### src/hac_ram.sv
// ----------------------------------------------------------------------------
// hac_ram
// Generic single-write, single-read RAM with a registered read port.
// ----------------------------------------------------------------------------
module hac_ram #(
    parameter int WIDTH = 8,
    parameter int DEPTH = 2,
    localparam int AW   = (DEPTH > 1) ? $clog2(DEPTH) : 1
) (
    input  logic             clk,
    input  logic             wr_en,
    input  logic [AW-1:0]    wr_addr,
    input  logic [WIDTH-1:0] wr_data,
    input  logic             rd_en,
    input  logic [AW-1:0]    rd_addr,
    output logic [WIDTH-1:0] rd_data
);

    logic [WIDTH-1:0] mem [DEPTH];

    always_ff @(posedge clk)
    begin
        if (wr_en)
        begin
            mem[wr_addr] <= wr_data;
        end
        if (rd_en)
        begin
            rd_data <= mem[rd_addr];
        end
    end

endmodule

### config.mk
export PLATFORM = sky130hd
export DESIGN_NAME = hac_ram
export DESIGN_NICKNAME = d
export VERILOG_FILES = /design/src/hac_ram.sv
export SDC_FILE = /design/constraint.sdc
export NUM_CORES = 1
export LEC_CHECK = 0
export BUFFER_PORTS_ARGS = -buffer_cell sky130_fd_sc_hd__buf_2
export CAP_MARGIN = 20
export CORE_UTILIZATION = 40
export DETAILED_ROUTE_END_ITERATION = 6
export PLACE_DENSITY = 0.68
export SYNTH_ARGS = -nofsm -noshare
export SYNTH_HDL_FRONTEND = slang
export SYNTH_SLANG_ARGS = --single-unit
### constraint.sdc
create_clock -name clk -period 1.1 [get_ports clk]
set_input_delay 0.22 -clock clk [delete_from_list [all_inputs] [get_ports clk]]
set_output_delay 0.22 -clock clk [all_outputs]
set_load 0.03 [all_outputs]
# Word level (Yosys, flattened, before mapping)
# Memory sizes are Yosys's and may differ from the RTL's. A register that Yosys moved wholly into a read port is not among the register bits.
# Index checks and enable logic that the tools add are counted.
# totals
reg_bits,0
mem_bits_rw,16
input_bits,13
out_inout_bits,8
elab_cells,3
memories,1
# memory_table
memory,depth,width,rd,rd_ports_with_merged_regs,write_ports,line,text
mem,2,8,1,1,1,19,logic [WIDTH-1:0] mem [DEPTH];
# classes
muxes,2
# ops
op,n
two-way mux 1 bit,2

# Depth between registers and ports, before layout
# Gate-level depths: netlist of the first run.
# depth
ltp_word,2
depth_mapped,2
ltp_nobuf,1

# Worst setup path before layout of the first run
# Ideal clock, no wire load.
# synth_path
kind,input -> register
startpoint,in wr_en
endpoint,mem mem[0][0] (enable)
setup_time_ns,0.373
arrival_time_ns,0.640
required_ns,0.727
path_slack_ns,0.087
path_stages,1
n_path_buf,0
path_cell_list,nor2b_1
# synth_via
elab_chain_cells,2
# synth_lines
item,line,text
"start, declared",11,"input logic wr_en,"
two-way mux 1 bit,23,if (wr_en)
two-way mux 1 bit (implied by the code),25,mem[wr_addr] <= wr_data;
"end, declared",19,
# Every way passes these cells.

# Worst setup path in the final report of the first run
# layout_path
startpoint,"reg rd_data[4], read port of mem"
endpoint,out rd_data[4]
# layout_rtl
item,line,text
"start, declared",16,output logic [WIDTH-1:0] rd_data
# No word-level cell between the ends.

==> results.cfg, run 1 <==
[floorplanning]
die_y_um = 48.49
die_area_mm2 = 0.002351
ios = 21
fp.dieW_um = 48.49
coreArea_mm2 = 0.002002
placementRows = 16
start_util_pct = 43.19

[place]
gp_congestion = 0.6563
dp_cells = 82
dp_slack_ns = 0.04738
port-buffer-count = 20

[final_layout]
final-seq-area_um2 = 720.7
multi_input_area_um2 = 132.6
antenna_cells = 0
nFillCells = 171
fin_nets = 73
area_delta_synth_final_pct = 19.83
instances_no_fill = 85
drive_above_1_share_pct = 55.17

[synthesis]
synthCells = 35
ys_ff_latch = 24
synth_area_um2 = 864.6
syn_nets = 48
yosysWarnings = 0
ys_types = 5
synth_largest_area_cell = edfxtp_1
synth_seq_area_share_pct = 83.36
postSynthAreaPerCell_um2 = 24.70
netlist_top_cells_area = edfxtp_1 (83%), mux2_4 (14%), buf_6 (1.3%), and2_1 (0.72%), nor2b_1 (0.72%)
synth_top_area_share_pct = 83.36

[timing]
skew_ns = 0.003161
worst_slack_ns = 0.03920
finalCriticalPeriod_ns = 1.061
max_freq_mhz = 942.7
setup_viol = 0
tightest_slew_ns = 0.3593
maxSlewHeadroom_pct = 76.05
fin_hold_ws_ns = 0.1020
hold_violations = 0
final-max-slew-violation-count = 0
finalCritPeriodShare_pct = 96.44
rsz0062_at_grt = true

[clock_network]
cts_sinks = 24
htree_levels = 1
ctsHoldBuffers = 0
clk_latency_ns = 0.30
cts_inserted_buffers = 3
clockBufferDepth = 2
clk_pin_slew_ns = 0.11
post-cts-setup-buffers = 0
cts_tree = yes
root_buffer = clkbuf_4

[setup_path]
crit_type = reg -> out
slowest_delay_ns = 0.40
crit_arrival_ns = 0.84
cp_top_family = flip-flops
path_cells = buf_6
worstSetupEndpointType = output pin
crit_fanout = 1
slowest_stage = edfxtp_1
required_ns = 0.88
critPathLaunchType = flop
path_buf_inv = 1

[detailed_routing]
vias_per_cell = 4.459
drt_pre_antenna_iters = 2
ant_nets = 0
wl_per_cell_um = 11.26
dr.first_iter.drc_count = 1
drcViolationCount = 0
vias = 379
drt-total-wl_um = 957

[grt]
grt-ovfl-total = 0
grt_util_met2_pct = 16.67
first_global_vias = 374
grtUsageMet1_pct = 9.554
antenna_found_initial = 0
use_met3_pct = 5.660
grt_use_total_pct = 9.993
grt_max_degree = 13
grt_busiest_layer = met2
grt_pass1_wl_um = 1593

[power]
leakage_nw = 0.4030
pwr_density_cell_mw_per_mm2 = 1549
vdd.ir_drop.worst_mv = 0.7580

[status]
status = finished, final reports clean

[job]
maxCapViolations = 0

[worst_hold_path]
hp-class = in -> reg
## path summary, 6_finish.rpt
kind / slack (ns) / from / cells past startpoint / to
max: 0.04 / rd_data[4] / 1 / rd_data[4]
min: 0.10 / wr_data[6] / 1 / mem[1][6]
max reg2reg: 0.19 / mem[0][4] / 1 / rd_data[4]
min reg2reg: 0.56 / mem[1][0] / 1 / rd_data[0]
## final cells by class
| class | count | share of cell area [%] |
|---|---|---|
| Sequential cell | 24 | 69.57 |
| Clock buffer | 3 | 2.174 |
| Multi-Input combinational cell | 10 | 12.80 |
| Timing Repair Buffer | 21 | 12.20 |
| Tap cell | 27 | 3.261 |
## routing by layer
| metal | vias to the layer above | routed length (um) |
|---|---|---|
| met5 | - | 0 |
| met4 | 0 | 29 |
| met3 | 4 | 68 |
| met2 | 17 | 497 |
| met1 | 172 | 361 |
| li1 | 186 | - |
## metrics by stage
stage | total power, mW | TNS (ns) | utilization (%) | cell area, um2
after floorplan | 1.221 | 0 | - | 864.6
after global placement | 1.272 | 0 | 49.69 | 994.7
after detailed placement | 1.279 | 0 | 49.69 | 994.7
after CTS | 1.609 | 0 | 50.81 | 1017
after global routing | 1.672 | -0.003786 | 51.75 | 1036
final | 1.605 | 0 | 51.75 | 1036
## cell usage after synthesis
library cell  count
and2_1            1
mux2_4            8
buf_6             1
edfxtp_1         24
nor2b_1           1
## placed cells by master, fill, tap and decap left out
| master | instances |
|---|---|
| edfxtp_1 | 24 |
| buf_2 | 17 |
| mux2_4 | 8 |
| clkbuf_4 | 3 |
| buf_6 | 3 |
| nor2b_1 | 1 |
| and2_1 | 1 |
| buf_4 | 1 |
## state kept, by name (all words and copies together), names as in the netlist
register / flops
rd_data: 8
mem: 16
## report_power, final
group          internal, mW  leakage, nW  total, mW  switching [mW]
logic                0.0813        0.161      0.169          0.0876
registers              1.08        0.228       1.10          0.0180
clock network         0.128       0.0138      0.339           0.211
## cells by family (layout without fill, tap and decap cells)
family        Yosys count  count (layout)  share of synthesized area (%)
mux                     8               8                          13.89
buf+inv                 1              24                          1.302
simple gates            2               2                          1.448
flops                  24              24                          83.36
## what timing repair did
item                                    in CTS  in global routing
endpoints found under the setup margin       0                  3
endpoints found under the hold margin        0                  0
gates resized for setup                      0                  9
No activity file was read; power rests on OpenSTA's default activity.
==> run 2: changes to the inputs <==
--- a/config.mk
+++ b/config.mk
@@ -10,6 +10,7 @@
 export CORE_UTILIZATION = 40
 export DETAILED_ROUTE_END_ITERATION = 6
 export PLACE_DENSITY = 0.68
+export RECOVER_POWER = 50
 export SYNTH_ARGS = -nofsm -noshare
 export SYNTH_HDL_FRONTEND = slang
 export SYNTH_SLANG_ARGS = --single-unit
==> results.cfg, run 2 (synthesis gave the netlist of run 1 again) <==
[status]
status = finished, final reports clean

[final_layout]
instances_no_fill = 85
layout_common_cells = edfxtp_1 (24), buf_2 (16), mux2_4 (8)
top_regs = mem x16, rd_data x8
area_delta_synth_final_pct = 19.68
antenna_cells = 0
drive_above_1_share_pct = 53.45
post-route-util_pct = 51.69
fin_nets = 73
largest_reg_flops = 16
multi_input_area_um2 = 132.6
final_common_cell = edfxtp_1
regMostFlops = mem
final-seq-area_um2 = 720.7
design_area_mm2 = 0.001035
nFillCells = 172

[timing]
hold_violations = 0
setup-tns-final_ns = 0
fin_hold_ws_ns = 0.1020
final-max-slew-violation-count = 0
worst_slack_ns = 0.03920
finalCritPeriodShare_pct = 96.44
finalCriticalPeriod_ns = 1.061
maxSlewHeadroom_pct = 73.90
max_freq_mhz = 942.7
tightest_slew_ns = 0.3916
skew_ns = 0.003161
setup_viol = 0
rsz0062_at_grt = true

[clock_network]
clk_latency_ns = 0.30
root_buffer = clkbuf_4
post-cts-setup-buffers = 0
clockBufferDepth = 2
htree_levels = 1
cts_sinks = 24
cts_inserted_buffers = 3
clk_pin_slew_ns = 0.11
cts_tree = yes

[place]
gp_congestion = 0.6563
dp_cells = 82
dpl-instance-area_um2 = 994.7
port-buffer-count = 20
dp_slack_ns = 0.04738

[setup_path]
crit_arrival_ns = 0.84
cp_num_cells = 1
crit_type = reg -> out
crit_fanout = 1
crit_start = rd_data[4]
required_ns = 0.88
cp_top_family = flip-flops
path_buf_inv = 1
r2r_start = mem[0][4]
rr_worst_depth = 1
slowest_delay_ns = 0.40
path_cells = buf_6
slowest_stage = edfxtp_1
reg2reg_setup_slack_ns = 0.19
worstSetupEndpointType = output pin
critPathLaunchType = flop

[detailed_routing]
dr.first_iter.drc_count = 1
vias = 378
ant_nets = 0
drcViolationCount = 0
vias_per_cell = 4.447
wl_per_cell_um = 11.25
drt_pre_antenna_iters = 2
drt-total-wl_um = 956

[floorplanning]
start_util_pct = 43.19
fp.dieW_um = 48.49
ios = 21
coreArea_mm2 = 0.002002
die_y_um = 48.49
die_area_mm2 = 0.002351
placementRows = 16

[grt]
grt_use_total_pct = 9.993
grt-ovfl-total = 0
grt_max_degree = 13
antenna_found_initial = 0
grt_pass1_wl_um = 1593
first_global_vias = 374

[worst_hold_path]
whs_path_depth = 1
hp-class = in -> reg
min_from = wr_data[6]

[power]
vdd.ir_drop.worst_mv = 0.7580
pwr_density_cell_mw_per_mm2 = 1550
combinationalPowerShare_pct = 10.5
p_int_mw = 1.288
switchingPower_mw = 0.3165
p_total_mw = 1.604
switching_share_pct = 19.73
p_seq_share_pct = 68.4
pwr-share-clk_pct = 21.1
leakage_nw = 0.4002

[job]
maxCapViolations = 0
## run 2: worst paths after layout
check / endpoint
setup / recovery: rd_data[4]
hold reg to reg: rd_data[0]
hold / removal: mem[1][6]
setup reg to reg: rd_data[4]
## run 2: power by group through the flow
| stage | sequential, mW | combinational (mW) | clock, mW |
|---|---|---|---|
| 2_1_floorplan | 1.16 | 0.0625 | 0 |
| 3_3_place_gp | 1.11 | 0.158 | 0 |
| 3_5_place_dp | 1.12 | 0.162 | 0 |
| 4_1_cts | 1.10 | 0.162 | 0.351 |
| 5_1_grt | 1.10 | 0.179 | 0.389 |
| 6_report | 1.10 | 0.168 | 0.339 |
## run 2: timing repair
item / in CTS / in global routing
endpoints found under the setup margin: 0 / 3
hold buffers: 0 / 0
hold endpoints to repair: 0 / 0
gates resized for setup: 0 / 9
## run 2: area by class of cell
cell class	count	area share [%]
clock buffers	3	2.177
multi-input cells	10	12.82
flip-flops and latches	24	69.65
well taps	27	3.265
repair buffers	21	12.09
## run 2: routing by layer
layer	routed length (um)	up-vias	GRT usage (%)
met4	29	0	5.882
li1	-	186	-
met2	497	17	16.67
met5	0	-	0
met3	70	4	5.660
met1	358	171	9.554
==> run 3: changes to the inputs <==
--- a/config.mk
+++ b/config.mk
@@ -7,9 +7,11 @@
 export LEC_CHECK = 0
 export BUFFER_PORTS_ARGS = -buffer_cell sky130_fd_sc_hd__buf_2
 export CAP_MARGIN = 20
-export CORE_UTILIZATION = 40
+export CELL_PAD_IN_SITES_DETAIL_PLACEMENT = 2
+export CELL_PAD_IN_SITES_GLOBAL_PLACEMENT = 2
+export CORE_UTILIZATION = 37
 export DETAILED_ROUTE_END_ITERATION = 6
-export PLACE_DENSITY = 0.68
+export PLACE_DENSITY = 0.79
 export RECOVER_POWER = 50
 export SYNTH_ARGS = -nofsm -noshare
 export SYNTH_HDL_FRONTEND = slang
==> results.cfg, run 3 (synthesis gave the netlist of run 1 again) <==
[detailed_routing]
vias_per_cell = 4.379
dr.first_iter.drc_count = 12
drcViolationCount = 0
drt_pre_antenna_iters = 3
ant_nets = 0
drt-total-wl_um = 1159
vias = 381
wl_per_cell_um = 13.32

[timing]
setup_viol = 0
skew_ns = 0.007715
rsz0062_at_grt = true
max_freq_mhz = 926.2
finalCriticalPeriod_ns = 1.080
hold_violations = 0
maxSlewHeadroom_pct = 72.33
finalCritPeriodShare_pct = 98.15
setup-tns-final_ns = 0
final-max-slew-violation-count = 0
tightest_slew_ns = 0.4151

[clock_network]
clk_pin_slew_ns = 0.13
root_buffer = clkbuf_4
post-cts-setup-buffers = 0
htree_levels = 1
cts_tree = yes
cts_sinks = 24
cts_inserted_buffers = 3
clockBufferDepth = 2
clk_latency_ns = 0.30

[setup_path]
slowest_delay_ns = 0.41
cp_top_family = flip-flops
critPathLaunchType = flop
path_cells = buf_6
required_ns = 0.88
crit_type = reg -> out
cp_num_cells = 1
path_buf_inv = 1
crit_arrival_ns = 0.86
crit_fanout = 1
rr_worst_depth = 1
slowest_stage = edfxtp_1
worstSetupEndpointType = output pin

[floorplanning]
start_util_pct = 39.08
die_area_mm2 = 0.002534
fp.dieW_um = 50.34
placementRows = 17
die_y_um = 50.34
ios = 21
coreArea_mm2 = 0.002212

[final_layout]
top_regs = mem x16, rd_data x8
largest_reg_flops = 16
area_delta_synth_final_pct = 23.59
fin_nets = 73
final_common_cell = edfxtp_1
instances_no_fill = 87
post-route-util_pct = 48.30
layout_common_cells = edfxtp_1 (24), buf_2 (9), mux2_4 (8), buf_6 (8)
drive_above_1_share_pct = 49.15
nFillCells = 215
antenna_cells = 0
regMostFlops = mem

[worst_hold_path]
hp-class = in -> reg
whs_path_depth = 1

[grt]
grt_pass1_wl_um = 1794
grt_max_degree = 14
grt-ovfl-total = 0
antenna_found_initial = 0
grt_use_total_pct = 10.50
first_global_vias = 402

[power]
pwr_density_cell_mw_per_mm2 = 1553
vdd.ir_drop.worst_mv = 0.8392
leakage_nw = 0.4068

[status]
status = finished, final reports clean

[place]
dp_cells = 83
gp_congestion = 0.6349
port-buffer-count = 20

[job]
maxCapViolations = 0
[run 3: cell types whose count changed in the layout (fill, tap and decap cells not counted), sizes merged]
cell,previous run,this run
buf,20,18
clkbuf,4,6
clkinv,0,1
[run 3: area by class of cell]
cell class / instances / area [um2] / area share [%]
tap: 28 / 35.03 / 3.279
multi-input combinational: 10 / 132.6 / 12.41
sequential: 24 / 720.7 / 67.45
clock buffer: 3 / 22.52 / 2.108
clock inverter: 1 / 3.754 / 0.3513
timing repair buffer: 21 / 153.9 / 14.40
[run 3: path summary, 6_finish.rpt]
path                    from    endpoint  slack (ns)
setup / recovery  rd_data[0]  rd_data[0]        0.02
hold / removal    wr_data[6]   mem[1][6]         0.1
setup reg to reg   mem[0][6]  rd_data[6]        0.16
hold reg to reg    mem[0][4]  rd_data[4]        0.56
[run 3: stage by stage]
stage,instance area [um2],hold slack [ns],setup slack [ns],power (mW)
2_1_floorplan,864.6,0.3189,0.08656,1.221
3_3_place_gp,996.0,0.4069,0.06678,1.274
3_5_place_dp,996.0,0.4119,0.04328,1.284
4_1_cts,1033,0.09062,0.003055,1.655
5_1_grt,1069,0.06866,-0.04124,1.741
6_report,1069,0.09817,0.02034,1.660
[run 3: repair_timing]
item                       in CTS  in global routing
gates resized for setup         4                 17
setup endpoints to repair       3                  8
pin swaps                       0                  0
hold buffers                    0                  0
[run 3: routing by layer]
layer	wire length (um)	GRT usage (%)	part of all wire, %
met5	0	0	0
met4	0	5.556	0
met3	59	2.121	5.1
met2	614	17.33	53
met1	485	12.90	42
[run 3: where the power goes]
group | leakage, nW | total (mW) | internal [mW] | switching [mW]
registers | 0.228 | 1.10 | 1.08 | 0.0223
clock network | 0.0154 | 0.373 | 0.132 | 0.240
logic | 0.163 | 0.185 | 0.0951 | 0.0897
total | 0.407 | 1.66 | 1.31 | 0.352
